### config.mk
export PLATFORM = sky130hd
export DESIGN_NAME = tec_rail_and_pwm_sequencer_core
export DESIGN_NICKNAME = d
export VERILOG_FILES = /design/src/rtl/tec_seq_pkg.sv /design/src/rtl/tec_seq_cfg.sv /design/src/rtl/tec_seq_step.sv /design/src/rtl/tec_rail_and_pwm_sequencer_core.sv
export SDC_FILE = /design/constraint.sdc
export NUM_CORES = 1
export LEC_CHECK = 0
export BUFFER_PORTS_ARGS = -buffer_cell sky130_fd_sc_hd__buf_4
export CAP_MARGIN = 20
export CORE_MARGIN = 8
export CORE_UTILIZATION = 30
export DETAILED_ROUTE_END_ITERATION = 7
export GPL_ROUTABILITY_DRIVEN = 1
export SLEW_MARGIN = 15
export SYNTH_ARGS = -nofsm -noshare
export SYNTH_HDL_FRONTEND = slang
export SYNTH_SLANG_ARGS = --single-unit
### constraint.sdc
create_clock -name clk -period 12.4 [get_ports clk]
set_input_delay 1.24 -clock clk [delete_from_list [all_inputs] [get_ports clk]]
set_output_delay 1.24 -clock clk [all_outputs]
set_load 0.05 [all_outputs]
### src/rtl/tec_seq_pkg.sv
// Shared types and constants of the thermoelectric rail and PWM sequencer.
package tec_seq_pkg;

  localparam int unsigned ValueW  = 16;
  localparam int unsigned LevelW  = 8;
  localparam int unsigned DelayW  = 8;
  localparam int unsigned ModeW   = 2;
  localparam int unsigned CfgIdxW = 3;
  localparam int unsigned OutDataW = 48;

  // input beat kinds
  typedef enum logic [ModeW-1:0] {
    MODE_TICK   = 2'd0,
    MODE_LEVEL  = 2'd1,
    MODE_DUTY   = 2'd2,
    MODE_UNUSED = 2'd3
  } mode_t;

  // register indexes
  typedef enum logic [CfgIdxW-1:0] {
    REG_CONTROL_PERIOD = 3'd0,
    REG_LEVEL_HOLD     = 3'd1,
    REG_HIGH_TO_LOW    = 3'd2,
    REG_LOW_TO_HIGH    = 3'd3,
    REG_PWM_OFF        = 3'd4,
    REG_HIGH_LEVEL_ID  = 3'd5,
    REG_BAND_LOW_ID    = 3'd6,
    REG_BAND_HIGH_ID   = 3'd7
  } reg_idx_t;

  localparam logic [ValueW-1:0] RstControlPeriod = 16'd100;
  localparam logic [ValueW-1:0] RstLevelHold     = 16'd600;
  localparam logic [DelayW-1:0] RstHighToLow     = 8'd1;
  localparam logic [DelayW-1:0] RstLowToHigh     = 8'd1;
  localparam logic [ValueW-1:0] RstPwmOff        = 16'd0;
  localparam logic [LevelW-1:0] RstHighLevelId   = 8'd24;
  localparam logic [LevelW-1:0] RstBandLowId     = 8'd5;
  localparam logic [LevelW-1:0] RstBandHighId    = 8'd12;

  typedef struct packed {
    logic [ValueW-1:0] control_period;
    logic [ValueW-1:0] level_hold_steps;
    logic [DelayW-1:0] high_to_low_delay;
    logic [DelayW-1:0] low_to_high_delay;
    logic [ValueW-1:0] pwm_off_value;
    logic [LevelW-1:0] high_level_id;
    logic [LevelW-1:0] band_low_id;
    logic [LevelW-1:0] band_high_id;
  } cfg_t;

  typedef struct packed {
    logic [ValueW-1:0] period_count;
    logic [LevelW-1:0] level_request;
    logic [LevelW-1:0] level_previous;
    logic [ValueW-1:0] duty_request;
    logic [ValueW-1:0] duty_previous;
    logic [ValueW-1:0] hold_count;
    logic [DelayW-1:0] high_off_count;
    logic [DelayW-1:0] low_off_count;
    logic              rail_high;
    logic              rail_low;
    logic [ValueW-1:0] pwm_value;
  } state_t;

  typedef struct packed {
    logic              step_ran;
    logic [ValueW-1:0] duty_now;
    logic [LevelW-1:0] level_now;
    logic [ValueW-1:0] pwm_compare;
    logic              rail_low_on;
    logic              rail_high_on;
  } result_t;

endpackage

### src/rtl/tec_seq_cfg.sv
// Configuration register file of the sequencer.
module tec_seq_cfg (
  input  logic                                clk,
  input  logic                                rst,
  input  logic                                wr_en,
  input  logic [tec_seq_pkg::CfgIdxW-1:0]     wr_index,
  input  logic [tec_seq_pkg::ValueW-1:0]      wr_data,
  output tec_seq_pkg::cfg_t                   cfg
);

  always_ff @(posedge clk) begin
    if (rst) begin
      cfg.control_period    <= tec_seq_pkg::RstControlPeriod;
      cfg.level_hold_steps  <= tec_seq_pkg::RstLevelHold;
      cfg.high_to_low_delay <= tec_seq_pkg::RstHighToLow;
      cfg.low_to_high_delay <= tec_seq_pkg::RstLowToHigh;
      cfg.pwm_off_value     <= tec_seq_pkg::RstPwmOff;
      cfg.high_level_id     <= tec_seq_pkg::RstHighLevelId;
      cfg.band_low_id       <= tec_seq_pkg::RstBandLowId;
      cfg.band_high_id      <= tec_seq_pkg::RstBandHighId;
    end else if (wr_en) begin
      case (tec_seq_pkg::reg_idx_t'(wr_index))
        tec_seq_pkg::REG_CONTROL_PERIOD: cfg.control_period    <= wr_data;
        tec_seq_pkg::REG_LEVEL_HOLD:     cfg.level_hold_steps  <= wr_data;
        tec_seq_pkg::REG_HIGH_TO_LOW:    cfg.high_to_low_delay <= wr_data[7:0];
        tec_seq_pkg::REG_LOW_TO_HIGH:    cfg.low_to_high_delay <= wr_data[7:0];
        tec_seq_pkg::REG_PWM_OFF:        cfg.pwm_off_value     <= wr_data;
        tec_seq_pkg::REG_HIGH_LEVEL_ID:  cfg.high_level_id     <= wr_data[7:0];
        tec_seq_pkg::REG_BAND_LOW_ID:    cfg.band_low_id       <= wr_data[7:0];
        tec_seq_pkg::REG_BAND_HIGH_ID:   cfg.band_high_id      <= wr_data[7:0];
        default: ;
      endcase
    end
  end

endmodule

### src/rtl/tec_seq_step.sv
// Per-beat update: input apply, period check and control step.
module tec_seq_step (
  input  tec_seq_pkg::cfg_t                cfg,
  input  tec_seq_pkg::state_t              cur,
  input  logic [tec_seq_pkg::ModeW-1:0]    mode,
  input  logic [tec_seq_pkg::ValueW-1:0]   value,
  output tec_seq_pkg::state_t              nxt,
  output tec_seq_pkg::result_t             res
);

  always_comb begin
    logic [tec_seq_pkg::ValueW-1:0] duty_use;
    logic                           ran;
    nxt = cur;

    case (tec_seq_pkg::mode_t'(mode))
      tec_seq_pkg::MODE_TICK: begin
        if (cur.period_count < cfg.control_period)
          nxt.period_count = cur.period_count + 16'd1;
      end
      tec_seq_pkg::MODE_LEVEL: nxt.level_request = value[7:0];
      tec_seq_pkg::MODE_DUTY:  nxt.duty_request  = value;
      default: ;
    endcase

    ran      = (nxt.period_count >= cfg.control_period);
    duty_use = nxt.duty_request;

    if (ran) begin
      nxt.period_count = '0;
      if (nxt.low_off_count != '0)  nxt.low_off_count  = nxt.low_off_count - 8'd1;
      if (nxt.high_off_count != '0) nxt.high_off_count = nxt.high_off_count - 8'd1;

      if (nxt.level_request != nxt.level_previous && nxt.hold_count != '0) begin
        nxt.hold_count = nxt.hold_count - 16'd1;
        duty_use       = nxt.duty_previous;
      end else begin
        nxt.hold_count     = cfg.level_hold_steps;
        nxt.level_previous = nxt.level_request;
        nxt.duty_previous  = duty_use;
      end

      if (nxt.level_request == cfg.high_level_id) begin
        nxt.rail_high = 1'b1;
        if (nxt.low_off_count == '0) nxt.rail_low = 1'b0;
        nxt.pwm_value      = cfg.pwm_off_value;
        nxt.high_off_count = cfg.high_to_low_delay;
      end else if (nxt.level_request >= cfg.band_low_id &&
                   nxt.level_request <= cfg.band_high_id) begin
        nxt.rail_low      = 1'b1;
        nxt.pwm_value     = duty_use;
        nxt.rail_high     = (nxt.high_off_count != '0);
        nxt.low_off_count = cfg.low_to_high_delay;
      end else begin
        nxt.rail_high     = 1'b0;
        nxt.rail_low      = 1'b0;
        nxt.pwm_value     = cfg.pwm_off_value;
        nxt.level_request = '0;
      end
    end

    res.rail_high_on = nxt.rail_high;
    res.rail_low_on  = nxt.rail_low;
    res.pwm_compare  = nxt.pwm_value;
    res.level_now    = nxt.level_request;
    res.duty_now     = nxt.duty_request;
    res.step_ran     = ran;
  end

endmodule

### src/rtl/tec_rail_and_pwm_sequencer_core.sv
// Top level of the thermoelectric rail and PWM sequencer.
//
//  channel | dir | handshake                  | payload
//  --------+-----+----------------------------+---------------------------------------
//  s_      | in  | s_tvalid / s_tready        | s_tdata: value; s_tuser: mode
//  m_      | out | m_tvalid / m_tready        | m_tdata: rails, pwm, level, duty
//          |     |                            | m_tuser: step_ran
//  cfg_    | in  | cfg_valid / cfg_ready      | cfg_index, cfg_data
//
// One beat a cycle sustained while m_ does not stall; an input beat goes into the input register,
// then through the step logic into the result register.
// The state update happens as the input register moves into the result register.
// A stall on m_ holds the result; the input register still takes a beat while
// it is empty, so one more beat is buffered before s_tready drops.
// rst is synchronous: state, rails and pwm clear, registers take their defaults.
// cfg_ready is always high; a write shows on cfg in the cycle after cfg_valid.
module tec_rail_and_pwm_sequencer_core (
  input  logic        clk,
  input  logic        rst,
  input  logic        s_tvalid,
  output logic        s_tready,
  input  logic [15:0] s_tdata,   // [15:0] value
  input  logic [1:0]  s_tuser,   // [1:0] mode
  output logic        m_tvalid,
  input  logic        m_tready,
  output logic [47:0] m_tdata,   // [0] rail_high_on, [1] rail_low_on, [17:2] pwm_compare,
                                 // [25:18] level_now, [41:26] duty_now, [47:42] zero
  output logic [0:0]  m_tuser,   // [0] step_ran
  input  logic        cfg_valid,
  output logic        cfg_ready,
  input  logic [2:0]  cfg_index,
  input  logic [15:0] cfg_data
);

  tec_seq_pkg::cfg_t    cfg;
  tec_seq_pkg::state_t  state;
  tec_seq_pkg::state_t  state_next;
  tec_seq_pkg::result_t step_res;
  tec_seq_pkg::result_t res;

  logic                             in_valid;
  logic [tec_seq_pkg::ModeW-1:0]    in_mode;
  logic [tec_seq_pkg::ValueW-1:0]   in_value;
  logic                             out_valid;
  logic                             advance;

  assign cfg_ready = 1'b1;

  tec_seq_cfg u_cfg (
    .clk      (clk),
    .rst      (rst),
    .wr_en    (cfg_valid && cfg_ready),
    .wr_index (cfg_index),
    .wr_data  (cfg_data),
    .cfg      (cfg)
  );

  // result register free or being emptied this cycle
  assign advance  = !out_valid || m_tready;
  assign s_tready = !in_valid || advance;

  // input register
  always_ff @(posedge clk) begin
    if (rst) begin
      in_valid <= 1'b0;
    end else if (s_tready) begin
      in_valid <= s_tvalid;
    end
  end

  always_ff @(posedge clk) begin
    if (s_tready && s_tvalid) begin
      in_mode  <= s_tuser;
      in_value <= s_tdata;
    end
  end

  tec_seq_step u_step (
    .cfg   (cfg),
    .cur   (state),
    .mode  (in_mode),
    .value (in_value),
    .nxt   (state_next),
    .res   (step_res)
  );

  // controller state, committed as the beat moves to the result register
  always_ff @(posedge clk) begin
    if (rst) begin
      state <= '0;
    end else if (in_valid && advance) begin
      state <= state_next;
    end
  end

  // result register
  always_ff @(posedge clk) begin
    if (rst) begin
      out_valid <= 1'b0;
    end else if (advance) begin
      out_valid <= in_valid;
    end
  end

  always_ff @(posedge clk) begin
    if (in_valid && advance) begin
      res <= step_res;
    end
  end

  assign m_tvalid = out_valid;
  assign m_tdata  = {6'd0, res.duty_now, res.level_now, res.pwm_compare,
                     res.rail_low_on, res.rail_high_on};
  assign m_tuser  = res.step_ran;

endmodule

## Word-level counts from Yosys, hierarchy flattened

Index checks and enable logic that the tools add are counted.

- Flip-flop bits (word level): 265
- Input port bits: 42
- Output and inout bits: 52
- Word-level logic and storage cells: 95

- $add $sub $neg: 4
- $lt $le $gt $ge: 4
- Equal/unequal tests: 11
- Multiplexer cells: 21
- Bitwise gates (word level): 1
- Reductions and logical operators: 25

Operators with widths:

| kind | number |
|---|---|
| $mux W8 | 11 |
| $mux W16 | 5 |
| $mux W18 | 3 |
| $mux W32 | 1 |
| $reduce_bool A8 Y1 | 3 |
| $reduce_and A2 Y1 | 9 |
| $add A16 B1 Y16 const B | 1 |
| $ge A16 B16 Y1 | 1 |
| $lt A16 B16 Y1 | 1 |
| $reduce_bool A16 Y1 | 1 |
| $sub A16 B1 Y16 const B | 1 |
| $sub A8 B1 Y8 const B | 2 |
| $eq A3 B3 Y1 const B | 4 |
| $eq A8 B8 Y1 | 1 |
| $ge A8 B8 Y1 | 1 |
| $le A8 B8 Y1 | 1 |
| $logic_not A8 Y1 | 1 |
| $ne A8 B8 Y1 | 1 |
| $eq A3 B2 Y1 const B | 2 |
| $logic_and A1 B1 Y1 | 4 |
| $eq A3 B1 Y1 const B | 1 |
| $logic_not A3 Y1 | 1 |
| $reduce_and A3 Y1 | 1 |
| $eq A2 B1 Y1 const B | 1 |
| 6 further kinds | 8 |

## Depth between registers and ports, before layout

Gate-level depths: netlist of run 1.

- Depth in word-level cells: 9
- Depth in mapped cells: 21
- Gate-level depth less buffers: 18

## By module

From an unflattened synthesis of run 1, not the netlist that was laid out.

- Cells, all modules: 1680
- Area, all modules: 15492.4 µm²

By module, submodules not included:

| module | instances | cells each | area each (µm²) | sequential area each (µm²) |
|---|---|---|---|---|
| tec_rail_and_pwm_sequencer_core | 1 | 574 | 7064.3 | 4154.0 |
| tec_seq_step | 1 | 778 | 4875.9 | 0.0 |
| tec_seq_cfg | 1 | 328 | 3552.2 | 1761.7 |

## Least setup slack after synthesis of run 1

OpenSTA, ideal clock, no wires.

- Kind: flip-flop to flip-flop
- From: reg u_cfg.cfg[76] (netlist name)
- To: reg state[110] (netlist name)
- Setup time: 200 ps
- Arrival: 4135 ps
- Data required time: 12200 ps
- Path slack: 8064 ps
- Stages on the path, launching flop included: 22
- Path buffers: 4
- Period minus slack after synthesis: 4336 ps
- Cell sequence: dfxtp_1 > inv_1 > ha_1 > a211o_1 > o211ai_1 > o211ai_1 > a221oi_1 > buf_2 > buf_1 > nand4_1 > xnor2_1 > ha_1 > o21a_1 > nor2_1 > or4_1 > o221a_2 > inv_2 > buf_2 > buf_1 > nor2_1 > mux2i_1 > o21ai_0

- Word-level cells in the longest chain between the ends: 5

Ends and longest elaborated chain:

| what | RTL line | source |
|---|---|---|
| $lt A16 B16 Y1 | tec_seq_step.sv:18 | `if (cur.period_count < cfg.control_period)` |
| $mux W16 | tec_seq_step.sv:18 |  |
| $mux W16 | tec_seq_step.sv:16 | `case (tec_seq_pkg::mode_t'(mode))` |
| $ge A16 B16 Y1 | tec_seq_step.sv:26 | `ran = (nxt.period_count >= cfg.control_period);` |
| $mux W32 (*) | tec_seq_step.sv:29 | `if (ran) begin` |
| end signal, assigned | tec_rail_and_pwm_sequencer_core.sv:92 | `state <= state_next;` |
| end, declared | tec_rail_and_pwm_sequencer_core.sv:36 | `tec_seq_pkg::state_t state;` |

Every way passes the cells marked *; elsewhere a longest branch is shown, timed or not.
A chain may end at the register's enable or synchronous reset.

## Worst setup path in the final report of run 1

- From: reg state[100] (netlist name)
- To: reg state[47] (netlist name)

- Word-level cells in the longest chain between the ends: 5
- Elaborated cells on any way between the ends: 6
- Those cells by class: add/sub (1); order compare (2); mux (2); reduce/logical (1)

Ends and longest elaborated chain:

| what | RTL line |
|---|---|
| $add A16 B1 Y16 or $lt A16 B16 Y1 (tied branches) | tec_seq_step.sv:19, tec_seq_step.sv:18 |
| $mux W16 | tec_seq_step.sv:18 |
| $mux W16 (*) | tec_seq_step.sv:16 |
| $ge A16 B16 Y1 (*) | tec_seq_step.sv:26 |
| $reduce_and A2 Y1 (no source line) (*) | n/a |

Marks and branches as above.

==> results by group, run 1 <==
Clock tree
  • Clock latency on the worst-skew pair: 560 ps
  • CTS clk-pin slew, worst paths: 60 ps
  • Setup bufs post-CTS: 0
  • Post-CTS Hold Fix Bufs: 0
  • H-tree depth: 1
  • Post_cts resized: 0
  • CTS root buf: clkbuf_16
  • CTS tree: built
  • CTS Sinks: 265
  • Clk buf depth: 3
  • Num CTS Buffers: 30

Yosys
  • Post-synth EDFFs: 61
  • Top cell type's share of synthesized area: 31.5%
  • Mapped Cells: 1,453
  • Yosys cell types: 76
  • Yosys warnings: 0
  • Flop and latch count out of synthesis: 265
  • Largest cells by area after synthesis: dfxtp_1 (32%), edfxtp_1 (14%), nand2_1 (6.1%), mux2i_1 (5.2%), ha_1 (5.1%)
  • Post-synth top area cell: dfxtp_1
  • FFs w/ async S/R, synth: 0%
  • Most frequent cell after synthesis: nand2_1
  • Most frequent cells after synthesis: nand2_1 (212), dfxtp_1 (204), nor2_1 (113)
  • Netlist Area Pre-Place: 12,900 sq um
  • Sequential fraction of the synthesis area: 45.7%
  • Ys flop type: dfxtp_1
  • Mean Syn Cell Area: 8.91 sq um

Pwr
  • Maximum VDD drop: 0.107 mV
  • P_leak: 5.71 nW
  • PwrDens: 143 nW/um^2
  • Pwr Total: 2.15 mW

STA
  • Final Critical Period: 5880 ps
  • RSZ-0062 raised after global routing: false
  • Fin Hold WS: 456 ps
  • Slew Limit Headroom: 26.2%
  • Fin Clk Skew: 22.3 ps
  • Final worst-path cycle share: 47.4%
  • # setup viols final: 0
  • Setup_tns: 0 ps
  • Fmax: 170 MHz
  • Final Max Tran Viols: 0
  • Final hold violation count: 0
  • Worst Tran Pin Value: 1100 ps

Drt
  • Routed length per instance: 17.7 um
  • Initial DRC Count: 744
  • Post-Route WL: 37,400 um
  • DR vias: 10,739
  • Drt pass-1 iters: 5
  • Vias per cell: 5.10
  • Antenna Violating Nets Remaining: 0
  • # DRC: 0

Finish
  • Final Cell Area: 15,100 sq um
  • Share of cells above drive strength 1: 11.8%
  • Final Non-Filler Cells: 2,107
  • NumNets Final: 1,590
  • Area growth syn-to-layout: 16.4%

Worst setup path
  • Worst path max stage delay: 680 ps
  • CP Buf/Inv Count: 2
  • R2R cell count: 16
  • Critical R2R Launch: state[100]
  • Flop2flop setup slack: 6520 ps
  • CP arrival: 6370 ps
  • Reg2reg end: state[47]
  • Worst setup SP type: flop
  • CP Launch Point: state[100]
  • Cells along the critical path: ha_1 -> o21ai_0 -> o211ai_1 -> a221oi_1 -> buf_4 -> and3_1 -> nand3_1 -> xnor2_1 -> ha_1 -> nand4_1 -> or4_1 -> o221a_2 -> inv_2 -> nand2_1 -> or4_1 -> o211ai_1
  • Slowest CP cell: dfxtp_1
  • Crit path max fanout: 33
  • Required time worst endpoint: 12,890 ps
  • Worst setup EP type: flop
  • Crit path max-delay family: simple AND/OR/NAND/NOR gates
  • Setup CP Type: flop to flop

Placed design
  • Dpl cells: 2,048
  • Cell Area, Placed: 14,000 sq um
  • Port Buf Inserts: 86
  • Post-DP HPWL: 26,200 um
  • RD Place Congestion: 0.875

Die
  • Die ar.: 50,100 sq um
  • Die X: 224 um
  • Die H: 224 um
  • I/O pins: 94
  • Row count: 76
  • Placeable Area: 42,900 sq um
  • Starting Density: 30.2%

Global route
  • Vias in the first global route: 10,393
  • Global-route wire length before repair: 58,700 um
  • Pin count of the biggest net entering global routing: 80
  • Initial antenna violation count: 3
  • Total GRT Usage: 14.4%
  • Global route overflow: 0

Worst hold path
  • Hold endpoint: u_cfg.cfg[66]
  • Hold Path Class: flop to flop
  • HP Start: u_cfg.cfg[66]
  • Worst hold path stage count: 2

Flow run
  • Max Cap Viol: 0

Status
  • Status: complete, no violations
## worst max-delay path by stage
stage | end | slack [ps] | cells after the start
final | state[47] | 6520 | 16
after global routing | state[40] | 6150 | 16
after CTS | state[47] | 6600 | 16
after detailed placement | state[47] | 6610 | 16
after global placement | state[40] | 6750 | 16
after floorplan | state[110] | 8060 | 21
## placed cells by master (no fill, tap or decap), types with 5 or more instances in the layout
master       n
nand2_1    211
o221ai_1     5
nand2b_1    12
a21o_1       9
edfxtp_1    61
nor4_1       7
conb_1       7
a21oi_1     99
dfxtp_1    204
nand4_1     20
o211ai_1    35
and2_1       7
a211oi_1    47
or3_1       12
inv_1       84
o22ai_1      9
nor3_1      33
o32ai_1      7
buf_4      101
a32oi_1     16
ha_1        53
a21boi_0     5
a31oi_1     13
clkinv_2    10
o21ai_0     55
nor2_1     113
xnor2_1     22
clkbuf_16   30
or4_1        7
nand3_1     42
xor2_1      10
a41oi_1      6
mux2i_1     67
and3_1       6
bufinv_16    5
## cell families (layout without fill, tap and decap cells)
| family | after synthesis | in the layout | synth area share, % |
|---|---|---|---|
| simple gates | 498 | 498 | 17.6 |
| flops | 265 | 265 | 45.7 |
| xor+xnor | 32 | 32 | 2.16 |
| buf+inv | 183 | 244 | 6.12 |
| other cells | 2 | 10 | 0.0580 |
| fa+ha+maj | 53 | 53 | 5.12 |
| mux | 70 | 70 | 5.46 |
| compound gates | 350 | 350 | 17.8 |
## metrics by stage
| stage | setup WS, ps | utilization [%] |
|---|---|---|
| finish | 6520 | 35.2 |
| global route | 6150 | 35.2 |
| CTS | 6600 | 35.1 |
| detailed placement | 6610 | 32.7 |
| global placement | 6750 | 32.7 |
| floorplan | 8060 | - |
## area by class of cell
class | instances | area (sq um)
Clock inverter | 23 | 264
Tap cell | 585 | 732
Multi-Input combinational cell | 1010 | 6280
Sequential cell | 265 | 5920
Inverter | 86 | 323
Timing Repair Buffer | 102 | 769
Fill cell | 4428 | 27800
Antenna cell | 3 | 7.51
Clock buffer | 33 | 782
## state kept, by name (all words and copies together) (netlist names)
| signal | flops |
|---|---|
| m_tuser | 1 |
| state | 114 |
| m_tvalid | 1 |
| in_mode | 2 |
| u_cfg.cfg | 88 |
| m_tdata | 42 |
| in_valid | 1 |
| in_value | 16 |
## per-layer routing
layer  up-vias  wire length, um  track usage (%)
met5         -                0                0
li1       5276                -                -
met4         0             1210             5.12
met2       318            17700             24.2
met3        68             1930             2.01
met1      5077            16600             18.8
## tightest hold or removal path, cell delays in order (launching register included)
cell and delay [ps]:
dfxtp_1 310, nand2_1 50, a21oi_1 50
## power by group
| part | internal (mW) | switching [mW] | total (mW) |
|---|---|---|---|
| registers | 0.914 | 0.0175 | 0.931 |
| logic | 0.0857 | 0.200 | 0.286 |
| clock network | 0.560 | 0.373 | 0.933 |
No activity file was read; power rests on OpenSTA's default activity.
==> run 2: changes to the inputs <==
- ABC_AREA: unset -> 1
- clock period: 12.4 -> 5.64 ns (I/O delays scaled with it)
==> results by group, run 2 <==
Pwr
  • PwrDens: 291 nW/um^2
  • Maximum VDD drop: 0.238 mV
  • P_leak: 7.28 nW

Global route
  • Pin count of the biggest net entering global routing: 90
  • Global-route wire length before repair: 62,700 um
  • Vias in the first global route: 11,948
  • Global route overflow: 0
  • Most Crowded Layer GR: met2
  • GR Util met2: 23.8%
  • Initial antenna violation count: 2
  • Total GRT Usage: 14.3%
  • Met3 Use GR: 2.37%
  • Met1 Use GR: 18.7%

Die
  • Die H: 231 um
  • Die ar.: 53,600 sq um
  • I/O pins: 94
  • Row count: 79
  • Placeable Area: 46,200 sq um
  • Die X: 231 um
  • Starting Density: 30.2%

Yosys
  • Ys flop type: dfxtp_1
  • Mapped Cells: 1,967
  • FFs w/ async S/R, synth: 0%
  • Flop and latch count out of synthesis: 265
  • Largest cells by area after synthesis: dfxtp_1 (29%), edfxtp_1 (13%), nand2_1 (11%), inv_1 (8.5%), nand3_1 (7.5%)
  • Most frequent cell after synthesis: nand2_1
  • Post-synth EDFFs: 61
  • Top cell type's share of synthesized area: 29.3%
  • Yosys warnings: 0
  • Yosys cell types: 36
  • Netlist Area Pre-Place: 13,900 sq um
  • Mean Syn Cell Area: 7.08 sq um
  • Post-synth top area cell: dfxtp_1
  • Sequential fraction of the synthesis area: 42.5%
  • Most frequent cells after synthesis: nand2_1 (420), inv_1 (315), nand3_1 (208)

Clock tree
  • Clock latency on the worst-skew pair: 570 ps
  • CTS tree: built
  • Post-CTS Hold Fix Bufs: 0
  • CTS root buf: clkbuf_16
  • Clk buf depth: 3
  • CTS clk-pin slew, worst paths: 60 ps
  • Post_cts resized: 0
  • Setup bufs post-CTS: 0
  • Num CTS Buffers: 30
  • CTS Sinks: 265
  • H-tree depth: 1

Finish
  • Register area: 5920 sq um
  • NumNets Final: 2,100
  • Filler cells: 4,850
  • Share of cells above drive strength 1: 8.97%
  • Util after Layout: 34.9%
  • Commonest non-fill, non-tap cell in the layout: nand2_1
  • Max reg flops: 114
  • Area of the multi-input gates: 6360 sq um
  • Final Cell Area: 16,100 sq um
  • Area growth syn-to-layout: 15.7%
  • Most frequent cells in the layout: nand2_1 (419), inv_1 (314), nand3_1 (208), dfxtp_1 (204), a21oi_1 (185)
  • Diode count: 0
  • Top reg by flops: state

Placed design
  • Cell Area, Placed: 15,000 sq um
  • Post-DP HPWL: 27,300 um
  • Port Buf Inserts: 86
  • RD Place Congestion: 0.861

Worst setup path
  • CP arrival: 5110 ps
  • Worst setup SP type: flop
  • Slowest CP cell: edfxtp_1
  • Worst path max stage delay: 600 ps
  • Cells along the critical path: nor2_1 -> clkinv_1 -> nor3_1 -> nand3_1 -> nand2_1 -> nand2_1 -> ha_1 -> a21oi_1 -> o21ai_0 -> a21oi_1 -> nand3_1 -> nand2_2 -> clkinv_1 -> buf_12 -> o21ai_0 -> nor2_1
  • Crit path max fanout: 44
  • Worst setup EP type: flop
  • Required time worst endpoint: 6090 ps
  • Flop2flop setup slack: 980 ps
  • Setup CP Type: flop to flop

Drt
  • Antenna Violating Nets Remaining: 0
  • DR vias: 12,635
  • Vias per cell: 4.79
  • # DRC: 0
  • Drt pass-1 iters: 5
  • Initial DRC Count: 853
  • Post-Route WL: 39,300 um
  • Routed length per instance: 14.9 um

STA
  • # setup viols final: 0
  • Slew Limit Headroom: 33.0%
  • Worst Tran Pin Value: 1000 ps
  • Final Max Tran Viols: 0
  • Setup_tns: 0 ps
  • RSZ-0062 raised after global routing: false
  • Final hold violation count: 0
  • Fin Clk Skew: 19.9 ps
  • Final worst-path cycle share: 82.7%
  • Fmax: 214 MHz
  • Final Critical Period: 4660 ps

Flow run
  • Max Cap Viol: 0

Status
  • Status: complete, no violations

Worst hold path
  • Hold Path Class: primary input to flop
run 2: changes by cell type after synthesis, sizes merged, moves of 28 or more:
cell	change
inv	+232
a21oi	+88
a211oi	-48
nand2	+218
mux2i	-68
o21ai	+110
nor2	+28
nand3	+167
run 2: logic make-up (layout without fill, tap and decap cells):
| kind of cell | Yosys count | count (layout) | share of synthesized area (%) |
|---|---|---|---|
| buffers and inverters | 422 | 479 | 12.1 |
| adders and majority gates | 53 | 53 | 4.76 |
| xor gates and xnor gates | 19 | 19 | 1.20 |
| other | 2 | 7 | 0.0539 |
| AOI/OAI and AO/OA | 372 | 372 | 13.6 |
| DFF | 265 | 265 | 42.5 |
| and+or+nand+nor | 834 | 834 | 25.8 |
run 2: final timing paths:
kind / startpoint / end / depth (start not counted)
hold reg to reg: u_cfg.cfg[42] / u_cfg.cfg[42] / 2
hold / removal: s_tuser[1] / in_mode[1] / 1
setup reg to reg: in_mode[0] / state[27] / 16
setup / recovery: in_mode[0] / state[27] / 16
run 2: cell type report:
class                      instances  share of cell area (%)
clock buffer                      34                    5.08
tap                              607                    4.71
sequential                       265                    36.7
timing repair buffer             102                    4.83
multi-input combinational       1285                    39.5
clock inverter                    22                    1.69
inverter                         321                    7.49
run 2: metal layers:
| metal | vias up | wire length [um] |
|---|---|---|
| met5 | - | 0 |
| met4 | 0 | 1180 |
| met3 | 78 | 2400 |
| met2 | 325 | 17900 |
| met1 | 5836 | 17900 |
| li1 | 6396 | - |
run 2: power breakdown:
group / switching [mW] / internal [mW] / total, mW / leakage, nW
clock network: 0.847 / 1.28 / 2.12 / 0.510
registers: 0.0290 / 2.01 / 2.03 / 2.24
logic: 0.386 / 0.146 / 0.531 / 4.53
run 2: worst max-delay path: cells and delay by family, from the launching register on:
kind / cells / cell delay [ps]
AO/OA/AOI/OAI: 4 / 580
adder cells (fa/ha/maj): 1 / 300
buffers and inverters: 3 / 1360
flip-flops: 1 / 600
AND/OR/NAND/NOR: 8 / 1680
run 2: per-stage QoR:
step / std cells / hold slack, ps / total power [mW] / setup WS [ps]
global route: 2636 / 143 / 4.88 / 390
finish: 2636 / 168 / 4.69 / 978
floorplan: 1972 / 424 / 2.45 / 2060
global placement: 2580 / 439 / 2.60 / 1090
detailed placement: 2580 / 447 / 2.61 / 1050
CTS: 2636 / 141 / 4.74 / 977
==> run 3: changes to the inputs <==
- clock period: 5.64 -> 4.44 ns (I/O delays scaled with it)
==> results by group, run 3 (same netlist as run 2, synthesis figures left out) <==
STA
  • Final Critical Period: 3970 ps
  • Final worst slack: 465 ps
  • Setup_tns: 0 ps
  • # setup viols final: 0
  • Worst Tran Pin Value: 1010 ps
  • Final worst-path cycle share: 89.5%
  • Fin Hold WS: 63.3 ps
  • Final Max Tran Viols: 0
  • RSZ-0062 raised after global routing: false
  • Fmax: 252 MHz
  • Slew Limit Headroom: 32.4%
  • Final hold violation count: 0
  • Fin Clk Skew: 9.11 ps

Clock tree
  • CTS Sinks: 265
  • Num CTS Buffers: 30
  • H-tree depth: 1
  • Clk buf depth: 3
  • Clock latency on the worst-skew pair: 560 ps
  • CTS root buf: clkbuf_16
  • Post-CTS Hold Fix Bufs: 0
  • CTS clk-pin slew, worst paths: 60 ps
  • CTS tree: built

Worst setup path
  • Reg2reg end: m_tdata[18]
  • Slowest CP cell: a21oi_4
  • Cells along the critical path: inv_1 -> ha_1 -> a21oi_1 -> o21ai_0 -> a21oi_4 -> buf_4 -> nand4_1 -> and2_1 -> ha_1 -> nand2_1 -> o21ai_0 -> nand2_1 -> nand2_1 -> nand2_1 -> nand3_1 -> buf_12 -> nand3_1 -> nand2_1 -> inv_1
  • Crit path max fanout: 38
  • Critical Path Sink: m_tdata[18]
  • CP arrival: 4280 ps
  • CP Launch Point: u_cfg.cfg[83]
  • Setup CP Type: flop to flop
  • CP Depth: 19
  • Most Frequent Cell on Critical Path: nand2_1
  • Worst path max stage delay: 390 ps
  • CP Buf/Inv Count: 4
  • Flop2flop setup slack: 470 ps
  • R2R cell count: 19
  • Critical R2R Launch: u_cfg.cfg[83]
  • Required time worst endpoint: 4750 ps
  • Worst setup EP type: flop
  • Crit path max-delay family: simple AND/OR/NAND/NOR gates
  • Worst setup SP type: flop

Global route
  • Pin count of the biggest net entering global routing: 92
  • Vias in the first global route: 11,920
  • Global route overflow: 0
  • Total GRT Usage: 14.5%
  • Global-route wire length before repair: 63,500 um
  • Initial antenna violation count: 4

Pwr
  • PwrDens: 359 nW/um^2
  • Maximum VDD drop: 0.299 mV
  • P_leak: 7.34 nW

Placed design
  • Cell Area, Placed: 15,100 sq um
  • Post-DP HPWL: 28,100 um
  • Pre-CTS setup slack: 303 ps
  • RD Place Congestion: 0.847
  • Port Buf Inserts: 86

Flow run
  • Max Cap Viol: 0

Drt
  • Initial DRC Count: 1,044
  • Antenna Violating Nets Remaining: 0
  • DR vias: 12,631
  • Vias per cell: 4.77
  • Post-Route WL: 39,800 um
  • # DRC: 0
  • Routed length per instance: 15.0 um
  • Drt pass-1 iters: 5

Die
  • Die X: 231 um
  • Starting Density: 30.2%
  • Die H: 231 um
  • I/O pins: 94
  • Placeable Area: 46,200 sq um
  • Die ar.: 53,600 sq um
  • Row count: 79

Finish
  • Commonest non-fill, non-tap cell in the layout: nand2_1
  • Final Cell Area: 16,200 sq um
  • Max reg flops: 114
  • Share of cells above drive strength 1: 9.36%
  • Most frequent cells in the layout: nand2_1 (418), inv_1 (314), nand3_1 (208), dfxtp_1 (204), a21oi_1 (185)
  • Util after Layout: 35.0%
  • NumNets Final: 2,112
  • Area growth syn-to-layout: 16.1%
  • Top reg by flops: state
  • Diode count: 0

Status
  • Status: complete, no violations

Worst hold path
  • Hold Path Class: primary input to flop
==> run 3: cell types whose count changed in the layout (fill, tap and decap cells not counted), sizes merged <==
cell and change:
clkinv +4, clkinvlp -6, clkbuf +4, buf +12, bufinv -1, inv -1
==> run 3: what timing repair did <==
| action | 4_1_cts | 5_1_grt |
|---|---|---|
| setup buffers | 0 | 0 |
| resized for setup | 0 | 2 |
| setup endpoints to repair | 0 | 98 |
==> run 3: worst min path at each step <==
| stage | startpoint | to | slack [ps] | depth (start not counted) |
|---|---|---|---|---|
| 6_report | s_tdata[7] | in_value[7] | 60 | 1 |
| 5_1_grt | s_tdata[7] | in_value[7] | 40 | 1 |
| 4_1_cts | s_tdata[7] | in_value[7] | 40 | 1 |
| 3_5_place_dp | u_cfg.cfg[43] | u_cfg.cfg[43] | 440 | 2 |
| 3_3_place_gp | u_cfg.cfg[43] | u_cfg.cfg[43] | 440 | 2 |
| 2_1_floorplan | u_cfg.cfg[40] | u_cfg.cfg[40] | 420 | 2 |
==> run 3: where the power goes <==
part	total [mW]	internal, mW	switching [mW]
registers	2.58	2.55	0.0345
logic	0.690	0.194	0.496
clock network	2.54	1.52	1.01
==> run 3: cell type report <==
type,instances,area [sq um]
fillers,4773,30000
multi-input cells,1285,6360
flip-flops and latches,265,5920
inverters,321,1210
repair buffers,114,906
clock buffers,38,812
well taps,607,759
clock inverters,18,208
==> run 3: per-stage QoR <==
stage | cells | total power [mW]
after floorplan | 1972 | 3.11
after CTS | 2648 | 5.87
final | 2648 | 5.81
after global routing | 2648 | 6.07
after global placement | 2592 | 3.32
after detailed placement | 2592 | 3.33
==> run 3: layer usage <==
metal | GRT usage, % | share of wire, % | wire, um | vias up
met1 | 19.3 | 45 | 18100 | 5841
met3 | 2.48 | 6.3 | 2530 | 52
met4 | 3.96 | 2.2 | 862 | 2
met5 | 0 | 0.033 | 13 | -
met2 | 24.0 | 46 | 18300 | 314
li1 | - | - | - | 6422
==> run 3: worst register-to-register path, stage by stage (launching register included) <==
cell,delay (ps)
dfxtp_1,310
inv_1,60
ha_1,310
a21oi_1,140
o21ai_0,160
a21oi_4,390
buf_4,270
nand4_1,140
and2_1,180
ha_1,270
nand2_1,60
o21ai_0,260
nand2_1,80
nand2_1,70
nand2_1,50
nand3_1,180
buf_12,250
nand3_1,330
nand2_1,180
inv_1,50
